### config.mk
export PLATFORM = sky130hd
export DESIGN_NAME = ceht_sub
export DESIGN_NICKNAME = d
export VERILOG_FILES = /design/src/ceht_pkg.sv /design/src/ceht_sub.sv
export SDC_FILE = /design/constraint.sdc
export NUM_CORES = 1
export LEC_CHECK = 0
export ABC_AREA = 1
export BUFFER_PORTS_ARGS = -buffer_cell sky130_fd_sc_hd__buf_4
export CAP_MARGIN = 20
export CORE_MARGIN = 1
export CORE_UTILIZATION = 55
export CTS_BUF_LIST = sky130_fd_sc_hd__clkbuf_2
export CTS_CLUSTER_DIAMETER = 200
export DETAILED_ROUTE_END_ITERATION = 8
export PLACE_DENSITY = 0.8
export SYNTH_ARGS = -nofsm -noshare
export SYNTH_HDL_FRONTEND = slang
export SYNTH_SLANG_ARGS = --single-unit
### constraint.sdc
create_clock -name aclk -period 2.25 [get_ports aclk]
set_input_delay 0.3375 -clock aclk [delete_from_list [all_inputs] [get_ports aclk]]
set_output_delay 0.3375 -clock aclk [all_outputs]
set_load 0.005 [all_outputs]
### src/ceht_pkg.sv
package ceht_pkg;

    localparam int NUM_ASICS      = 6;
    localparam int CORES_PER_ASIC = 256;
    localparam int QUEUE_DEPTH    = 2048;
    localparam int NUM_CORES      = NUM_ASICS * CORES_PER_ASIC;

    localparam int TBL_AW = (NUM_CORES > 1) ? $clog2(NUM_CORES) : 1;
    localparam int Q_AW   = $clog2(QUEUE_DEPTH);
    localparam int QCNT_W = $clog2(QUEUE_DEPTH + 1);

    localparam int ASIC_W   = 3;
    localparam int CORE_W   = 8;
    localparam int JOB_W    = 15;
    localparam int TIME_W   = 48;
    localparam int PERIOD_W = 40;
    localparam int CNT_W    = 8;
    localparam int LJ_W     = 16;
    localparam int SUB_W    = TIME_W;

    localparam int PADDR_W = 5;
    localparam int PDATA_W = 64;

    localparam logic [1:0] REG_ERROR_LIMIT   = 2'd0;
    localparam logic [1:0] REG_DISABLE_LIMIT = 2'd1;
    localparam logic [1:0] REG_DISABLE_PERIOD = 2'd2;

    localparam logic [CNT_W-1:0]    ERROR_LIMIT_RST    = 8'd10;
    localparam logic [CNT_W-1:0]    DISABLE_LIMIT_RST  = 8'd3;
    localparam logic [PERIOD_W-1:0] DISABLE_PERIOD_RST = 40'd900000000;

    localparam logic [LJ_W-1:0]   JOB_NONE = 16'hFFFF;
    localparam logic [CNT_W-1:0]  CNT_MAX  = 8'hFF;
    localparam logic [QCNT_W-1:0] Q_FULL   = QCNT_W'(QUEUE_DEPTH);
    localparam logic [Q_AW-1:0]   Q_LAST   = Q_AW'(QUEUE_DEPTH - 1);
    localparam logic [TBL_AW-1:0] CLR_LAST = TBL_AW'(NUM_CORES - 1);

    typedef enum logic [2:0] {
        ACT_NONE,
        ACT_GOOD,
        ACT_ERROR,
        ACT_REPEAT,
        ACT_TEMP_OFF,
        ACT_PERM_OFF,
        ACT_REENABLED,
        ACT_RANGE
    } action_t;

    typedef enum logic [3:0] {
        ST_CLEAR,
        ST_IDLE,
        ST_NCHK,
        ST_NLIM,
        ST_NDIS,
        ST_TSUB,
        ST_TCMP,
        ST_TDEC,
        ST_TEXP,
        ST_TWR,
        ST_FIN
    } state_t;

    typedef struct packed {
        logic [CNT_W-1:0] error_count;
        logic [CNT_W-1:0] disable_count;
        logic [LJ_W-1:0]  last_job;
    } core_rec_t;

    localparam int REC_W = $bits(core_rec_t);

    typedef struct packed {
        logic [TIME_W-1:0] stamp;
        logic [ASIC_W-1:0] asic;
        logic [CORE_W-1:0] core;
    } qentry_t;

    localparam int QE_W = $bits(qentry_t);

    typedef struct packed {
        logic [CNT_W-1:0]    error_limit;
        logic [CNT_W-1:0]    disable_limit;
        logic [PERIOD_W-1:0] period;
    } cfg_t;

    typedef struct packed {
        logic             start;
        logic [SUB_W-1:0] a;
        logic [SUB_W-1:0] b;
    } sub_req_t;

    typedef struct packed {
        logic             borrow;
        logic [SUB_W-1:0] diff;
    } sub_rsp_t;

    function automatic logic in_range(input logic [ASIC_W-1:0] asic,
                                      input logic [CORE_W-1:0] core);
        return (int'(asic) < NUM_ASICS) && (int'(core) < CORES_PER_ASIC);
    endfunction

    function automatic logic [TBL_AW-1:0] core_addr(input logic [ASIC_W-1:0] asic,
                                                    input logic [CORE_W-1:0] core);
        int idx;
        idx = int'(asic) * CORES_PER_ASIC + int'(core);
        return idx[TBL_AW-1:0];
    endfunction

endpackage

### src/ceht_sub.sv
module ceht_sub (
    input  logic                aclk,
    input  ceht_pkg::sub_req_t  req,
    output ceht_pkg::sub_rsp_t  rsp
);

    logic [ceht_pkg::SUB_W:0] full_diff;
    ceht_pkg::sub_rsp_t       rsp_reg;

    // top bit of the widened difference is the borrow, i.e. a < b
    assign full_diff = {1'b0, req.a} - {1'b0, req.b};

    always_ff @(posedge aclk) begin
        if (req.start) begin
            rsp_reg.borrow <= full_diff[ceht_pkg::SUB_W];
            rsp_reg.diff   <= full_diff[ceht_pkg::SUB_W-1:0];
        end
    end

    assign rsp = rsp_reg;

endmodule

==> key figures, run 1 <==
Outcome
  – Outcome: finished clean

STA
  – Period utilisation layout: 0.764
  – Final Hold Vio Count: 0
  – Worst-Margin Slew: 0.699 ns
  – Setup violations, final: 0
  – Slew Viols, Final: 0
  – Setup tns final: 0 ns
  – Max-slew headroom: 0.534
  – Unrepaired setup endpoints after global routing: no
  – PnR worst setup slack: between 0.5 and 0.6 ns
  – Max Fclk: 0.582 GHz
  – Final min period: 1.72 ns

Finish
  – Max reg flops: a little under 50
  – N_diodes: 0
  – Final #Nets: between 1000 and 1500
  – Finished Layout Cells: 1313
  – Share of cells above drive strength 1: 0.217
  – Core Util, Final: 0.694
  – Area growth syn-to-layout: 22.7%

Placement
  – Placer Congestion: between 0.9 and 1
  – Port buffer count: 146
  – Hpwl dp: 15400 µm
  – Worst slack, placed: around 0.011 ns
  – Post-Place Cells: 1305

Global routing
  – Largest net degree at the start of global routing: 50
  – GRT overflow: 0
  – GRT Total Usage: 0.317
  – Vias in the first global route: 5809
  – Antenna violations before repair: 0
  – First-pass GRT wire length: ~28000 µm

Floorplan
  – I/O pins: around 150
  – FP Rows: 38
  – Initial Utilization: 0.566
  – Die area: 0.0116 mm²
  – Chip width: 108 µm
  – Core region area: between 0.01 and 0.015 mm²
  – Chip Height: 108 µm

Pwr
  – Pleak: 4.49 nW
  – Design Power: 3.43 mW
  – Worst VDD drop: 0.270 mV
  – PD cells: 455 mW/mm²

CTS
  – Htree depth: 2
  – CTS tree: done
  – CTS Root Cell: clkbuf_2
  – Hold buffers post-CTS: 0
  – Clk buf depth: 2
  – Sink Count: approximately 50
  – Cts bufs inserted: 5
  – Post-CTS setup buffer count: 0
  – CTS clk-pin slew, worst paths: slightly below 0.3 ns
  – Resized Gates After CTS: 0

Min path
  – HP Class: in2reg

Worst setup path
  – Crit path kind: in2reg
  – CP max FO: 3
  – CP Launch Type: primary input
  – Slowest stage delay, CP: 0.45 ns
  – Critical Path RT: 2.54 ns
  – Worst path cell trace: buf_4 -> ha_1 -> fa_1 -> inv_1 -> nand2_1 -> nand2_1 -> nand3_1 -> nand2_2 -> nand3_1 -> nand2_2 -> and3_1 -> nor2_1
  – Slowest-stage cell, CP: fa_1
  – Critical path capture point type: flop
  – CP arrival: 2.01 ns
  – Buf+Inv Stages, Crit Path: 2
  – Largest delay share family, worst path: simple AND/OR/NAND/NOR gates

Routing
  – Drt total wl: 17800 µm
  – Iter 0 DRT Violations: 439
  – Post-route ant nets: 0
  – Vias/cell: between 4 and 5
  – TritonRoute pass-1 iters: 5
  – DR DRC count: 0
  – DR vias: 6324
  – DR WL/cell: 13.5 µm

Yosys
  – Syn. warnings: 0
  – Number of synthesized flops with an enable pin: 49
  – Register area share after synthesis: 0.240
  – Syn Area/Cell: 6.04 µm²
  – Largest area contributor in the netlist: edfxtp_1
  – Post-synth cell types: 29
  – Flops & latches, synth: 49
  – Most frequent cell after synthesis: nand2_1
  – Post-synth top flop: edfxtp_1
  – Syn_nets: 1162
  – Synth area leaders: edfxtp_1, nand2_1, inv_1, ha_1, xor2_1
  – Mapped Area: 0.00613 mm²
  – Post-synth top area share: 0.240
  – Asr flop ratio synth: 0
  – Commonest cells post-synth: nand2_1, inv_1, nor2_1
  – Mapped Cells: roughly 1000

Flow run
  – Max cap viols: 0
==> area by class of cell <==
cell class                      instances  area (µm²)
Timing Repair Buffer                  150        1130
Sequential cell                        49        1470
Tap cell                              140         175
Fill cell                            1029        3320
Inverter                              273        1020
Clock buffer                            5        25.0
Clock inverter                          3        65.1
Multi-Input combinational cell        693        3640
==> per-layer routing <==
metal	part of all wire	global-route usage	up-vias
met4	0.021	0.0841	0
met1	0.47	0.445	2776
li1	-	-	3322
met5	0	0	-
met3	0.066	0.0363	28
met2	0.44	0.511	198
==> worst paths after layout <==
path,cells after the start,start,endpoint
worst min-delay path,3,req[0],rsp[0]$_DFFE_PP_
worst max-delay path,12,req[0],rsp[48]$_DFFE_PP_
==> placed cells by master (no fill, tap or decap) <==
cell and n:
xnor2_1 1, nor2_4 10, inv_2 10, ha_1 48, buf_4 150, nor2_2 33, clkinv_2 1, nand2_1 385
nor3_2 2, nand4_1 10, nand2_2 31, and3_1 1, nand3b_1 2, nor3_1 4, o21bai_1 5, inv_1 263
bufinv_16 2, clkbuf_2 5, a21o_1 1, or2_1 2, edfxtp_1 49, and2_4 2, nor4_1 2, nor2b_1 1
nand3_1 35, xor2_1 24, o211ai_1 1, and2_1 3, nor2_1 52, a21oi_1 28, nand3_2 8, o21ai_0 1
fa_1 1
==> logic make-up (layout without fill, tap and decap cells) <==
family                   count (synthesis)  in the layout  synth area share
adder cells (fa/ha/maj)                 49             49             0.101
buffers and inverters                  273            431             0.167
XOR/XNOR                                25             25            0.0357
AO/OA/AOI/OAI                           36             36            0.0322
flip-flops                              49             49             0.240
AND/OR/NAND/NOR                        583            583             0.424
==> metrics by stage <==
stage | hold WS (ns) | area [µm²]
3_5_place_dp | 0.734 | 7430
2_1_floorplan | 0.450 | 6130
6_report | 0.254 | 7520
5_1_grt | 0.203 | 7520
4_1_cts | 0.213 | 7520
3_3_place_gp | 0.733 | 7430
==> where the power goes <==
part           switching (mW)  internal [mW]
Combinational           0.914          0.656
Clock                   0.321          0.297
Sequential             0.0460           1.19
(Power assumes the default switching activity.)
==> run 2: changes to the inputs <==
ABC_AREA = 0   (was 1)
CORE_UTILIZATION = 53   (was 55)
PLACE_DENSITY = 0.81   (was 0.8)
clock period = 1.7 ns   (was 2.25 ns; I/O delays follow)
==> key figures, run 2 <==
Outcome
  – Outcome: complete, but fails checks
  – Violated checks: DRC, setup timing

Yosys
  – Syn Area/Cell: about 9 µm²
  – Mapped Cells: 493
  – Number of synthesized flops with an enable pin: 49
  – Syn. warnings: 0
  – Most frequent cell after synthesis: inv_1
  – Post-synth cell types: 64
  – Mapped Area: between 0.004 and 0.005 mm²
  – Syn_nets: 640
  – Synth area leaders: edfxtp_1, ha_1, a21oi_1, xnor2_1, inv_1
  – Commonest cells post-synth: inv_1, a21oi_1, edfxtp_1
  – Asr flop ratio synth: 0
  – Flops & latches, synth: 49
  – Register area share after synthesis: 0.331
  – Largest area contributor in the netlist: edfxtp_1
  – Post-synth top area share: 0.331
  – Post-synth top flop: edfxtp_1

Routing
  – Vias/cell: 6.86
  – WL met3: 3450 µm
  – DR top layer: met4
  – DR DRC count: 21
  – DR WL met2: 10600 µm
  – DR WL/cell: around 27 µm
  – TritonRoute pass-1 iters: 9
  – Post-route ant nets: 0
  – Drt total wl: 24700 µm
  – DR vias: 6240
  – Iter 0 DRT Violations: approximately 950
  – Met1 wire length: 7560 µm

Finish
  – Final Instance Area: 0.00773 mm²
  – Most frequent cells in the layout: buf_4, inv_1, edfxtp_1
  – Final #Nets: 949
  – Fill count: 233
  – Max reg flops: 49
  – Share of cells above drive strength 1: 0.545
  – Most common cell after layout, fill and taps aside: buf_4
  – Area growth syn-to-layout: 73.6%

Pwr
  – Proportion of power drawn by flip-flops and latches: 0.322
  – Internal power: 3.20 mW
  – Sw frac: 0.396
  – Worst VDD drop: 0.392 mV
  – Clock share of power: 0.108
  – Comb power frac: 0.570
  – Switching power: 2.09 mW
  – PD cells: 685 mW/mm²
  – Pleak: between 3 and 4 nW

STA
  – Max Fclk: around 0.34 GHz
  – Worst-Margin Slew: 1.03 ns
  – Setup violations, final: 40
  – Max-slew headroom: 0.308
  – Period utilisation layout: 1.74
  – PnR worst setup slack: -1.26 ns
  – Final min period: 2.96 ns
  – Final Hold Vio Count: 0
  – Slew Viols, Final: 0
  – Unrepaired setup endpoints after global routing: yes

Worst setup path
  – Slowest stage delay, CP: approximately 0.75 ns
  – Worst setup endpoint: rsp[45]$_DFFE_PP_
  – Largest delay share family, worst path: compound AO/OA/AOI/OAI gates
  – Worst Setup SP: req[38]
  – CP Launch Type: primary input
  – Most frequent CP cell: a21oi_1
  – Buf+Inv Stages, Crit Path: 2
  – Critical path depth: 12
  – Worst path cell trace: buf_4 -> inv_1 -> ha_1 -> a21oi_1 -> nor2b_1 -> o21ai_0 -> nand2b_1 -> a21oi_1 -> o21ai_0 -> a21oi_1 -> o21ai_2 -> xor2_1
  – CP max FO: 2
  – CP arrival: 3.21 ns
  – Crit path kind: in2reg
  – Slowest-stage cell, CP: a21oi_1
  – Critical Path RT: 1.95 ns
  – Critical path capture point type: flop

Global routing
  – Largest net degree at the start of global routing: 32
  – First-pass GRT wire length: 27200 µm
  – Antenna violations before repair: 2
  – Vias in the first global route: 5659
  – GRT Total Usage: 0.405
  – GRT overflow: 0

CTS
  – CTS Root Cell: clkbuf_2
  – CTS tree: done
  – Clk buf depth: 2
  – Htree depth: 2
  – Cts bufs inserted: 5
  – Sink Count: 49
  – CTS clk-pin slew, worst paths: 0.32 ns

Flow run
  – Max cap viols: 0

Floorplan
  – Chip width: 93.7 µm
  – Initial Utilization: 0.545
  – FP Rows: 33
  – Die area: 0.00877 mm²
  – Chip Height: 93.7 µm
  – I/O pins: between 100 and 150
  – Core region area: 0.00818 mm²

Placement
  – Placer Congestion: 0.911
  – Worst slack, placed: -1.14 ns
  – Port buffer count: 146
  – Placed Instance Area: ~0.0071 mm²
  – Hpwl dp: 12000 µm

Min path
  – HP Class: in2reg
-- run 2: cell count changes in the layout (fill, tap and decap cells not counted), moves of 17 or more --
| cell | change |
|---|---|
| buf_4 | +142 |
| nor2_2 | -30 |
| xnor2_1 | +20 |
| nand2_1 | -348 |
| buf_6 | +18 |
| ha_1 | -21 |
| nand3_1 | -28 |
| inv_1 | -212 |
| nand2_2 | -30 |
| nor2_1 | -35 |
| ha_4 | +17 |
-- run 2: per-layer routing --
metal / GRT usage / vias up
li1: - / 2393
met1: 0.419 / 2733
met2: 0.738 / 770
met3: 0.0906 / 344
met4: 0.250 / 0
met5: 0 / -
-- run 2: how the worst min path moves through the flow --
stage,startpoint,endpoint,slack (ns),depth (start not counted)
global route,req[0],rsp[0]$_DFFE_PP_,0.11,3
floorplan,req[96],rsp[0]$_DFFE_PP_,0.37,0
CTS,req[0],rsp[0]$_DFFE_PP_,0.14,3
detailed placement,rsp[11]$_DFFE_PP_,rsp[11],0.65,1
global placement,rsp[0]$_DFFE_PP_,rsp[0],0.65,1
finish,req[0],rsp[0]$_DFFE_PP_,0.15,3
-- run 2: power groups by stage --
stage / clock [mW] / sequential (mW) / combinational (mW)
2_1_floorplan: 0 / 1.70 / 1.07
6_report: 0.569 / 1.70 / 3.02
3_5_place_dp: 0 / 1.70 / 2.32
3_3_place_gp: 0 / 1.70 / 2.21
4_1_cts: 0.538 / 1.68 / 2.50
5_1_grt: 0.608 / 1.71 / 3.14
-- run 2: tightest hold or removal path: stages --
cell and delay [ns]:
buf_6 0.08, ha_4 0.12, inv_1 0.04
-- run 2: what timing repair did --
action / in CTS / in global routing
hold buffers: 0 / 0
setup endpoints to repair: 37 / 40
buffers inserted: 17 / 9
endpoints found under the hold margin: 0 / 0
resized for setup: 54 / 48
pin swaps: 47 / 33
-- run 2: cells by family after synthesis --
group | synth area share
fa+ha+maj | 0.139
mux | 0.00450
compound gates | 0.250
flops | 0.331
simple gates | 0.128
xor+xnor | 0.0826
buf+inv | 0.0641
-- run 2: final cells by class --
type,count,area [µm²],share of cell area
Inverter,61,253,0.0327
Clock buffer,5,25.0,0.00324
Sequential cell,49,1470,0.190
Timing Repair Buffer,315,2480,0.321
Multi-Input combinational cell,370,3340,0.432
Clock inverter,3,22.5,0.00291
Tap cell,105,131,0.0170
Antenna cell,2,5.00,0.000647
-- run 2: metrics by stage --
stage / TNS, ns / instances / hold WS [ns] / utilization / total power [mW]
floorplan: -18.78 / 493 / 0.367 / - / 2.78
global placement: -31.45 / 878 / 0.650 / 0.865 / 3.91
detailed placement: -35.06 / 878 / 0.654 / 0.865 / 4.02
CTS: -12.20 / 902 / 0.140 / 0.916 / 4.71
global route: -21.76 / 910 / 0.108 / 0.946 / 5.46
finish: -20.53 / 910 / 0.150 / 0.946 / 5.29
