[src/ceht_pkg.sv]
package ceht_pkg;

    localparam int NUM_ASICS      = 6;
    localparam int CORES_PER_ASIC = 256;
    localparam int QUEUE_DEPTH    = 2048;
    localparam int NUM_CORES      = NUM_ASICS * CORES_PER_ASIC;

    localparam int TBL_AW = (NUM_CORES > 1) ? $clog2(NUM_CORES) : 1;
    localparam int Q_AW   = $clog2(QUEUE_DEPTH);
    localparam int QCNT_W = $clog2(QUEUE_DEPTH + 1);

    localparam int ASIC_W   = 3;
    localparam int CORE_W   = 8;
    localparam int JOB_W    = 15;
    localparam int TIME_W   = 48;
    localparam int PERIOD_W = 40;
    localparam int CNT_W    = 8;
    localparam int LJ_W     = 16;
    localparam int SUB_W    = TIME_W;

    localparam int PADDR_W = 5;
    localparam int PDATA_W = 64;

    localparam logic [1:0] REG_ERROR_LIMIT   = 2'd0;
    localparam logic [1:0] REG_DISABLE_LIMIT = 2'd1;
    localparam logic [1:0] REG_DISABLE_PERIOD = 2'd2;

    localparam logic [CNT_W-1:0]    ERROR_LIMIT_RST    = 8'd10;
    localparam logic [CNT_W-1:0]    DISABLE_LIMIT_RST  = 8'd3;
    localparam logic [PERIOD_W-1:0] DISABLE_PERIOD_RST = 40'd900000000;

    localparam logic [LJ_W-1:0]   JOB_NONE = 16'hFFFF;
    localparam logic [CNT_W-1:0]  CNT_MAX  = 8'hFF;
    localparam logic [QCNT_W-1:0] Q_FULL   = QCNT_W'(QUEUE_DEPTH);
    localparam logic [Q_AW-1:0]   Q_LAST   = Q_AW'(QUEUE_DEPTH - 1);
    localparam logic [TBL_AW-1:0] CLR_LAST = TBL_AW'(NUM_CORES - 1);

    typedef enum logic [2:0] {
        ACT_NONE,
        ACT_GOOD,
        ACT_ERROR,
        ACT_REPEAT,
        ACT_TEMP_OFF,
        ACT_PERM_OFF,
        ACT_REENABLED,
        ACT_RANGE
    } action_t;

    typedef enum logic [3:0] {
        ST_CLEAR,
        ST_IDLE,
        ST_NCHK,
        ST_NLIM,
        ST_NDIS,
        ST_TSUB,
        ST_TCMP,
        ST_TDEC,
        ST_TEXP,
        ST_TWR,
        ST_FIN
    } state_t;

    typedef struct packed {
        logic [CNT_W-1:0] error_count;
        logic [CNT_W-1:0] disable_count;
        logic [LJ_W-1:0]  last_job;
    } core_rec_t;

    localparam int REC_W = $bits(core_rec_t);

    typedef struct packed {
        logic [TIME_W-1:0] stamp;
        logic [ASIC_W-1:0] asic;
        logic [CORE_W-1:0] core;
    } qentry_t;

    localparam int QE_W = $bits(qentry_t);

    typedef struct packed {
        logic [CNT_W-1:0]    error_limit;
        logic [CNT_W-1:0]    disable_limit;
        logic [PERIOD_W-1:0] period;
    } cfg_t;

    typedef struct packed {
        logic             start;
        logic [SUB_W-1:0] a;
        logic [SUB_W-1:0] b;
    } sub_req_t;

    typedef struct packed {
        logic             borrow;
        logic [SUB_W-1:0] diff;
    } sub_rsp_t;

    function automatic logic in_range(input logic [ASIC_W-1:0] asic,
                                      input logic [CORE_W-1:0] core);
        return (int'(asic) < NUM_ASICS) && (int'(core) < CORES_PER_ASIC);
    endfunction

    function automatic logic [TBL_AW-1:0] core_addr(input logic [ASIC_W-1:0] asic,
                                                    input logic [CORE_W-1:0] core);
        int idx;
        idx = int'(asic) * CORES_PER_ASIC + int'(core);
        return idx[TBL_AW-1:0];
    endfunction

endpackage

[src/ceht_cfg.sv]
module ceht_cfg (
    input  logic                          aclk,
    input  logic                          aresetn,
    input  logic                          psel,
    input  logic                          penable,
    input  logic                          pwrite,
    input  logic [ceht_pkg::PADDR_W-1:0]  paddr,
    input  logic [ceht_pkg::PDATA_W-1:0]  pwdata,
    output logic [ceht_pkg::PDATA_W-1:0]  prdata,
    output logic                          pready,
    output ceht_pkg::cfg_t                cfg
);

    ceht_pkg::cfg_t cfg_reg;
    ceht_pkg::cfg_t cfg_next;
    logic           wr_en;
    logic [1:0]     reg_sel;

    assign wr_en   = psel && penable && pwrite;
    assign reg_sel = paddr[ceht_pkg::PADDR_W-1:3];
    assign pready  = 1'b1;

    always_comb begin
        cfg_next = cfg_reg;
        if (wr_en) begin
            case (reg_sel)
                ceht_pkg::REG_ERROR_LIMIT: begin
                    cfg_next.error_limit = pwdata[ceht_pkg::CNT_W-1:0];
                end
                ceht_pkg::REG_DISABLE_LIMIT: begin
                    cfg_next.disable_limit = pwdata[ceht_pkg::CNT_W-1:0];
                end
                ceht_pkg::REG_DISABLE_PERIOD: begin
                    cfg_next.period = pwdata[ceht_pkg::PERIOD_W-1:0];
                end
                default: begin
                    cfg_next = cfg_reg;
                end
            endcase
        end
    end

    always_comb begin
        case (reg_sel)
            ceht_pkg::REG_ERROR_LIMIT: begin
                prdata = ceht_pkg::PDATA_W'(cfg_reg.error_limit);
            end
            ceht_pkg::REG_DISABLE_LIMIT: begin
                prdata = ceht_pkg::PDATA_W'(cfg_reg.disable_limit);
            end
            ceht_pkg::REG_DISABLE_PERIOD: begin
                prdata = ceht_pkg::PDATA_W'(cfg_reg.period);
            end
            default: begin
                prdata = '0;
            end
        endcase
    end

    always_ff @(posedge aclk) begin
        if (!aresetn) begin
            cfg_reg.error_limit   <= ceht_pkg::ERROR_LIMIT_RST;
            cfg_reg.disable_limit <= ceht_pkg::DISABLE_LIMIT_RST;
            cfg_reg.period        <= ceht_pkg::DISABLE_PERIOD_RST;
        end else begin
            cfg_reg <= cfg_next;
        end
    end

    assign cfg = cfg_reg;

endmodule

[config.mk]
export PLATFORM = sky130hd
export DESIGN_NAME = ceht_cfg
export DESIGN_NICKNAME = d
export VERILOG_FILES = /design/src/ceht_pkg.sv /design/src/ceht_cfg.sv
export SDC_FILE = /design/constraint.sdc
export NUM_CORES = 1
export LEC_CHECK = 0
export ABC_AREA = 1
export BUFFER_PORTS_ARGS = -buffer_cell sky130_fd_sc_hd__buf_2
export CORE_ASPECT_RATIO = 0.75
export CORE_UTILIZATION = 40
export CTS_BUF_LIST = sky130_fd_sc_hd__clkbuf_4 sky130_fd_sc_hd__clkbuf_8
export DETAILED_ROUTE_END_ITERATION = 8
export PLACE_DENSITY_LB_ADDON = 0.3
export SLEW_MARGIN = 40
export SYNTH_ARGS = -nofsm -noshare
export SYNTH_HDL_FRONTEND = slang
export SYNTH_SLANG_ARGS = --single-unit
[constraint.sdc]
create_clock -name aclk -period 1.55 [get_ports aclk]
set_input_delay 0.3875 -clock aclk [delete_from_list [all_inputs] [get_ports aclk]]
set_output_delay 0.3875 -clock aclk [all_outputs]
set_load 0.01 [all_outputs]
==> key figures, run 1 <==
Run status
  • Run status: completed

Global routing
  • Tot GR Track Use: 18.32%
  • Initial antenna violation count: 0
  • First-pass GRT wire length: approximately 11,000 um
  • GRT overflow: 0
  • Largest net degree at the start of global routing: 57
  • Vias in the first global route: around 2,400

Die
  • Die X: 100.0 um
  • Core area: 6897 um^2
  • Site Rows: 26
  • Starting density of the core: between 40% and 50%
  • Die height: between 70 and 80 um
  • I/O Pins: 195
  • Die area: 7551 um^2

Synthesis
  • Post-Synth Simple-Gate Area: 41.47%
  • Number of flops mapped to enable cells by yosys: 0
  • Compound-Gate Fraction of Synth Area: 0%
  • Syn Area/Cell: 6.319 um^2
  • Top cells by area, synth: dfxtp_1 39%, nor2_1 15%, nand2_1 13%
  • Ys async rst share: 0%
  • Synth warn: 0
  • Yosys top cell by area: dfxtp_1
  • Adder-cell share of the synthesized area: 0%
  • Post-Synthesis Cells: ~460
  • Synth Register Bits: 56
  • Register area share after synthesis: between 30 and 40%
  • Synthesized area: 2882 um^2
  • Post-synthesis mux area share: 0%
  • Main flop type after synthesis: dfxtp_1
  • Top-count cell post-synth: nor2_1
  • Yosys top cell area share: 38.91%
  • Largest family of logic cells by synthesized area: simple AND/OR/NAND/NOR gates
  • Synth cell count leaders: 115 x nor2_1, 102 x nand2_1, 65 x nand3_1, 61 x inv_1, 56 x dfxtp_1
  • Xor/xnor cell area share of the yosys netlist: 0%
  • Cell variety after synth: 16

Placement
  • Port Buffers: 142
  • Placed cell count: between 600 and 700
  • Gpl congestion: approximately 0.8
  • DP Wirelength: ~5300 um

Min path
  • Worst hold endpoint: cfg[21]
  • Cell depth of the worst hold path: 3
  • Worst hold path type: input port to flop
  • Hold wc startpoint: pwdata[21]

Setup path
  • Worst reg2reg path depth: 2
  • CP delay by family, top: buffers and inverters
  • Reg-to-Reg End: cfg[48]
  • Arr. time, crit path: 1.11 ns
  • Worst-path fanout max: 15
  • CP max stage cell: clkbuf_4
  • Crit start category: input port
  • CP Class: input port to output port
  • Worst path max stage delay: 0.16 ns
  • Crit-path cells: clkbuf_4 -> nor2_4 -> buf_12 -> nand2_1 -> nand3_1 -> buf_2
  • Req. time, crit path: 1.16 ns
  • Worst path bufs/invs: 3
  • R2r startpoint: cfg[48]
  • Critical path depth in cells: 6
  • CP endpoint kind: output port
  • Reg2Reg Setup Slack: around 0.94 ns

Layout
  • Fin cells: 702
  • Max reg flops: 56
  • Diodes inserted: 0
  • Fraction of final layout cells sized beyond drive strength 1: roughly 30%
  • Layout Area Growth over Synthesis: 33.65%
  • Nets@finish: 677

Detailed routing
  • Total routed wirelength: 7375 um
  • Starting DRT DRC Count: 83
  • TritonRoute pass-1 iters: 5
  • Vias after detailed routing: 3,016
  • Residual DRC: 0
  • Via-to-Cell Ratio: 4.296
  • Detail Route Antenna Nets: 0
  • Routed wire length per instance: between 10 and 15 um

Clock tree
  • CTS tree: yes
  • H-tree levels: 2
  • Post-CTS Hold Buffers: 0
  • Num CTS Buffers: 5
  • Sink Count: 56
  • Skew-Pair Late Insertion Delay: 0.30 ns
  • Clock Tree Buf Depth: 2
  • Clk slew on worst S/H paths: 0.09 ns
  • Clock root cell: clkbuf_8

STA
  • Final setup fails: 0
  • Max Slew Vio Count: 0
  • Layout Skew: 0 ns
  • Fin crit period: about 1.5 ns
  • Share of the clock period used by the worst path: 96.85%
  • Fmax: 0.6661 GHz
  • RSZ-0062 raised after global routing: false
  • Final-report hold violation count: 0
  • Setup_tns: 0 ns

Pwr
  • Pwr Total: 2.908 mW
  • Maximum vdd drop: roughly 370 uV
  • Leakage: 2.217 nW
  • Power Dens Cells: 755.1 nW/um^2

Run
  • Max cap viols: 0
-- where the power goes --
group	total, mW	leakage [nW]	switching (mW)	internal (mW)
Combinational	0.458	1.71	0.271	0.187
Clock	0.957	0.0541	0.478	0.479
Sequential	1.49	0.454	0.0235	1.47
Total	2.91	2.22	0.772	2.14
-- cells by family after synthesis --
logic type             after synthesis
AND/OR/NAND/NOR                    287
buffers and inverters              111
flip-flops                          56
other                                2
-- worst register-to-register path, stage by stage, from the launching register on --
cell and delay (ns):
dfxtp_1 0.39, nor2_1 0.06, nor2_1 0.11
-- per-layer routing --
metal	track usage (%)	share of wire [%]	vias up
met3	4.128	6.3	10
met4	4.509	1.2	0
met2	32.11	46	122
met5	0	0	-
met1	23.35	46	1288
li1	-	-	1596
-- worst max-delay path by stage --
stage                        start        end  slack (ns)
after floorplan           paddr[4]  prdata[0]        0.17
after global placement    paddr[3]  prdata[6]      -0.003
after detailed placement  paddr[3]  prdata[7]      -0.002
after CTS                 paddr[4]  prdata[6]       0.007
after global routing      paddr[4]  prdata[7]        0.02
final                     paddr[4]  prdata[7]        0.05
-- placed cells by master (no fill, tap or decap) --
cell type	n
buf_2	140
clkinv_2	1
nand3_1	65
buf_4	16
clkbuf_4	1
nor2_8	1
bufinv_16	1
dfxtp_1	56
clkbuf_8	5
nand2_1	102
buf_12	4
nor2_4	5
clkinvlp_4	1
conb_1	25
nand2_2	1
nor2_1	114
inv_4	2
inv_1	61
buf_6	3
-- final cells by class --
type,count,area [um^2]
clock buffers,5,68.82
inverters,63,241.5
multi-input cells,313,1313
clock inverters,3,42.54
fillers,719,3045
repair buffers,164,942.2
flip-flops and latches,56,1121
well taps,98,122.6
-- metrics by stage --
stage	area [um^2]	setup WS (ns)	hold WS, ns	util [%]
after floorplan	2968	0.1664	0.5005	-
final	3851	0.04876	0.2915	55.84
after global placement	3677	-0.003040	0.4588	53.32
after global routing	3851	0.01511	0.2851	55.84
after CTS	3806	0.006626	0.2781	55.19
after detailed placement	3677	-0.001856	0.4655	53.32
-- what timing repair did --
action,in CTS,in global routing
gates resized for setup,1,8
pin swaps,1,2
setup endpoints to repair,3,12
setup buffers,2,1
cloned,0,1
(Power assumes the default switching activity.)
==> inputs of run 2 (changes only) <==
--- a/config.mk
+++ b/config.mk
@@ -7,11 +7,11 @@
 export LEC_CHECK = 0
 export ABC_AREA = 1
 export BUFFER_PORTS_ARGS = -buffer_cell sky130_fd_sc_hd__buf_2
-export CORE_ASPECT_RATIO = 0.75
+export CORE_ASPECT_RATIO = 0.7
 export CORE_UTILIZATION = 40
 export CTS_BUF_LIST = sky130_fd_sc_hd__clkbuf_4 sky130_fd_sc_hd__clkbuf_8
 export DETAILED_ROUTE_END_ITERATION = 8
-export PLACE_DENSITY_LB_ADDON = 0.3
+export PLACE_DENSITY_LB_ADDON = 0.2
 export SLEW_MARGIN = 40
 export SYNTH_ARGS = -nofsm -noshare
 export SYNTH_HDL_FRONTEND = slang
==> run 2 against run 1 <==
Flip-flop and latch count is the same. Critical endpoint is now prdata[0]. Routed wire length up 2.7%. Largest power group unchanged. Fmax is 1.6% higher. Die area barely moved. Clock skew unchanged. Highest routed layer unchanged. Total power shrank 4.3%.
==> key figures, run 2 (same netlist as run 1, synthesis figures left out) <==
Run status
  • Run status: completed (unchanged)

Die
  • Starting density of the core: 42.06% (was 41.78%)
  • Die area: 7553 um^2 (was 7551 um^2)
  • Die height: 73.01 um (was 75.51 um)
  • Core area: 6850 um^2 (was 6897 um^2)
  • I/O Pins: 195 (unchanged)
  • Die X: 103.4 um (was 100.0 um)
  • Site Rows: 25 (was 26)

Pwr
  • Sw Share: 27.44% (was 26.55%)
  • Seq pwr share: 53.7% (was 51.4%)
  • Switch Pwr: 0.7635 mW (was 0.7722 mW)
  • Pwr Total: 2.783 mW (was 2.908 mW)
  • Clock power share: 29.7% (was 32.9%)
  • Internal: 2.019 mW (was 2.136 mW)
  • Maximum vdd drop: 395.7 uV (was 371.3 uV)
  • Power Dens Cells: 722.4 nW/um^2 (was 755.1 nW/um^2)
  • Gate power share: 16.7% (was 15.7%)
  • Leakage: 2.236 nW (was 2.217 nW)

Setup path
  • Crit-path cells: buf_4 -> nor2_4 -> buf_4 -> nand2_1 -> nand3_1 -> buf_2 (was clkbuf_4 -> nor2_4 -> buf_12 -> nand2_1 -> nand3_1 -> buf_2)
  • CP max stage cell: buf_4 (was clkbuf_4)
  • Worst path bufs/invs: 3 (unchanged)
  • CP endpoint kind: output port (unchanged)
  • Worst path max stage delay: 0.16 ns (about the same)
  • Cell mode on critical path: buf_4
  • Critical path startpoint: paddr[4] (unchanged)
  • Worst reg2reg path depth: 2 (unchanged)
  • Req. time, crit path: 1.16 ns (about the same)
  • Worst-path fanout max: 7 (was 15)
  • Arr. time, crit path: 1.09 ns (was 1.11 ns)
  • R2r startpoint: cfg[31] (was cfg[48])
  • Reg2Reg Setup Slack: 0.95 ns (was 0.94 ns)
  • CP delay by family, top: buffers and inverters (unchanged)
  • Crit start category: input port (unchanged)
  • CP Class: input port to output port (unchanged)
  • Critical path depth in cells: 6 (unchanged)

Detailed routing
  • Residual DRC: 0 (unchanged)
  • Total routed wirelength: 7577 um (was 7375 um)
  • Detail Route Antenna Nets: 0 (unchanged)
  • Via-to-Cell Ratio: 4.370 (was 4.296)
  • Starting DRT DRC Count: 93 (was 83)
  • Vias after detailed routing: 3,068 (was 3,016)
  • Routed wire length per instance: 10.79 um (was 10.51 um)
  • TritonRoute pass-1 iters: 4 (was 5)

STA
  • Share of the clock period used by the worst path: 95.37% (was 96.85%)
  • Worst Setup Slack, final: 0.07179 ns (was 0.04876 ns)
  • Setup_tns: 0 ns (unchanged)
  • Layout Skew: 0 ns (unchanged)
  • Final-report hold violation count: 0 (unchanged)
  • RSZ-0062 raised after global routing: false (unchanged)
  • Fmax: 0.6765 GHz (was 0.6661 GHz)
  • Max Slew Vio Count: 0 (unchanged)
  • Fin crit period: 1.478 ns (was 1.501 ns)
  • Worst hold slack: 0.2900 ns (was 0.2915 ns)
  • Final setup fails: 0 (unchanged)

Clock tree
  • Num CTS Buffers: 5 (unchanged)
  • Post-CTS Hold Buffers: 0 (unchanged)
  • Skew-Pair Late Insertion Delay: 0.30 ns (about the same)
  • Sink Count: 56 (unchanged)
  • CTS tree: yes (unchanged)
  • H-tree levels: 2 (unchanged)
  • Clk slew on worst S/H paths: 0.10 ns (was 0.09 ns)
  • Clock root cell: clkbuf_8 (unchanged)
  • Clock Tree Buf Depth: 2 (unchanged)

Layout
  • Max reg flops: 56 (unchanged)
  • Fin area: 3852 um^2 (was 3851 um^2)
  • Final Util: 56.24% (was 55.84%)
  • FILL cells: 698 (was 719)
  • Seq. cell area: 1121 um^2 (unchanged)
  • Diodes inserted: 0 (unchanged)
  • Area of the multi-input gates: 1308 um^2 (was 1313 um^2)
  • Nets@finish: 681 (was 677)
  • Layout Area Growth over Synthesis: 33.69% (was 33.65%)
  • Fin cells: 702 (unchanged)
  • Fraction of final layout cells sized beyond drive strength 1: 30.43% (was 29.97%)
  • Commonest non-fill, non-tap cell in the layout: buf_2 (unchanged)
  • Most frequent cells in the layout: 140 x buf_2, 114 x nor2_1, 102 x nand2_1, 65 x nand3_1, 61 x inv_1 (unchanged)

Min path
  • Cell depth of the worst hold path: 3 (unchanged)
  • Worst hold path type: input port to flop (unchanged)
  • Hold wc startpoint: pwdata[28] (was pwdata[21])

Placement
  • Gpl congestion: 0.7305 (was 0.7813)
  • Port Buffers: 142 (unchanged)
  • DP Wirelength: 5417 um (was 5338 um)
  • Dpl ws: -0.02330 ns (was -0.001856 ns)
  • Placed cell areas: 3670 um^2 (was 3677 um^2)
  • Placed cell count: 688 (was 690)

Global routing
  • Initial antenna violation count: 0 (unchanged)
  • GRT overflow: 0 (unchanged)
  • Vias in the first global route: 2,525 (was 2,403)
  • Largest net degree at the start of global routing: 57 (unchanged)
  • First-pass GRT wire length: 11,470 um (was 11,050 um)
  • Tot GR Track Use: 19.30% (was 18.32%)

Run
  • Max cap viols: 0 (unchanged)
run 2: cell types whose count changed in the layout (fill, tap and decap cells not counted), sizes merged:
cell	delta
buf	+5
clkinvlp	-1
bufinv	-1
clkinv	+1
run 2: tightest hold or removal path, stage by stage:
cell     delay [ns]
buf_2          0.07
nand2_1        0.04
nand3_1        0.06
run 2: per-layer routing:
metal	global-route usage (%)	vias to the layer above	share of wire, %	wire (um)
met4	4.538	0	0.70	53
met3	4.310	6	7.0	533
met2	32.89	108	46	3461
met5	0	-	0	0
met1	24.84	1348	47	3528
li1	-	1606	-	-
run 2: power by group through the flow:
stage	combinational, mW	clock, mW	sequential [mW]
3_3_place_gp	0.432	0	1.53
3_5_place_dp	0.437	0	1.53
2_1_floorplan	0.285	0	1.54
6_report	0.464	0.825	1.49
4_1_cts	0.445	0.860	1.49
5_1_grt	0.523	0.916	1.50
run 2: cell type report:
| type | instances | area share (%) |
|---|---|---|
| tap | 94 | 3.053 |
| clock buffer | 6 | 2.144 |
| sequential | 56 | 29.10 |
| multi-input combinational | 313 | 33.94 |
| timing repair buffer | 168 | 25.24 |
| clock inverter | 2 | 0.2598 |
| inverter | 63 | 6.268 |
run 2: worst paths after layout:
check,to
max,prdata[0]
min,cfg[28]
max reg2reg,cfg[31]
min reg2reg,cfg[11]
run 2: what timing repair did:
item,in CTS,in global routing
cloned,1,0
endpoints found under the hold margin,0,0
pin swaps,0,3
gates resized for setup,1,12
buffers inserted,1,4
endpoints found under the setup margin,7,24
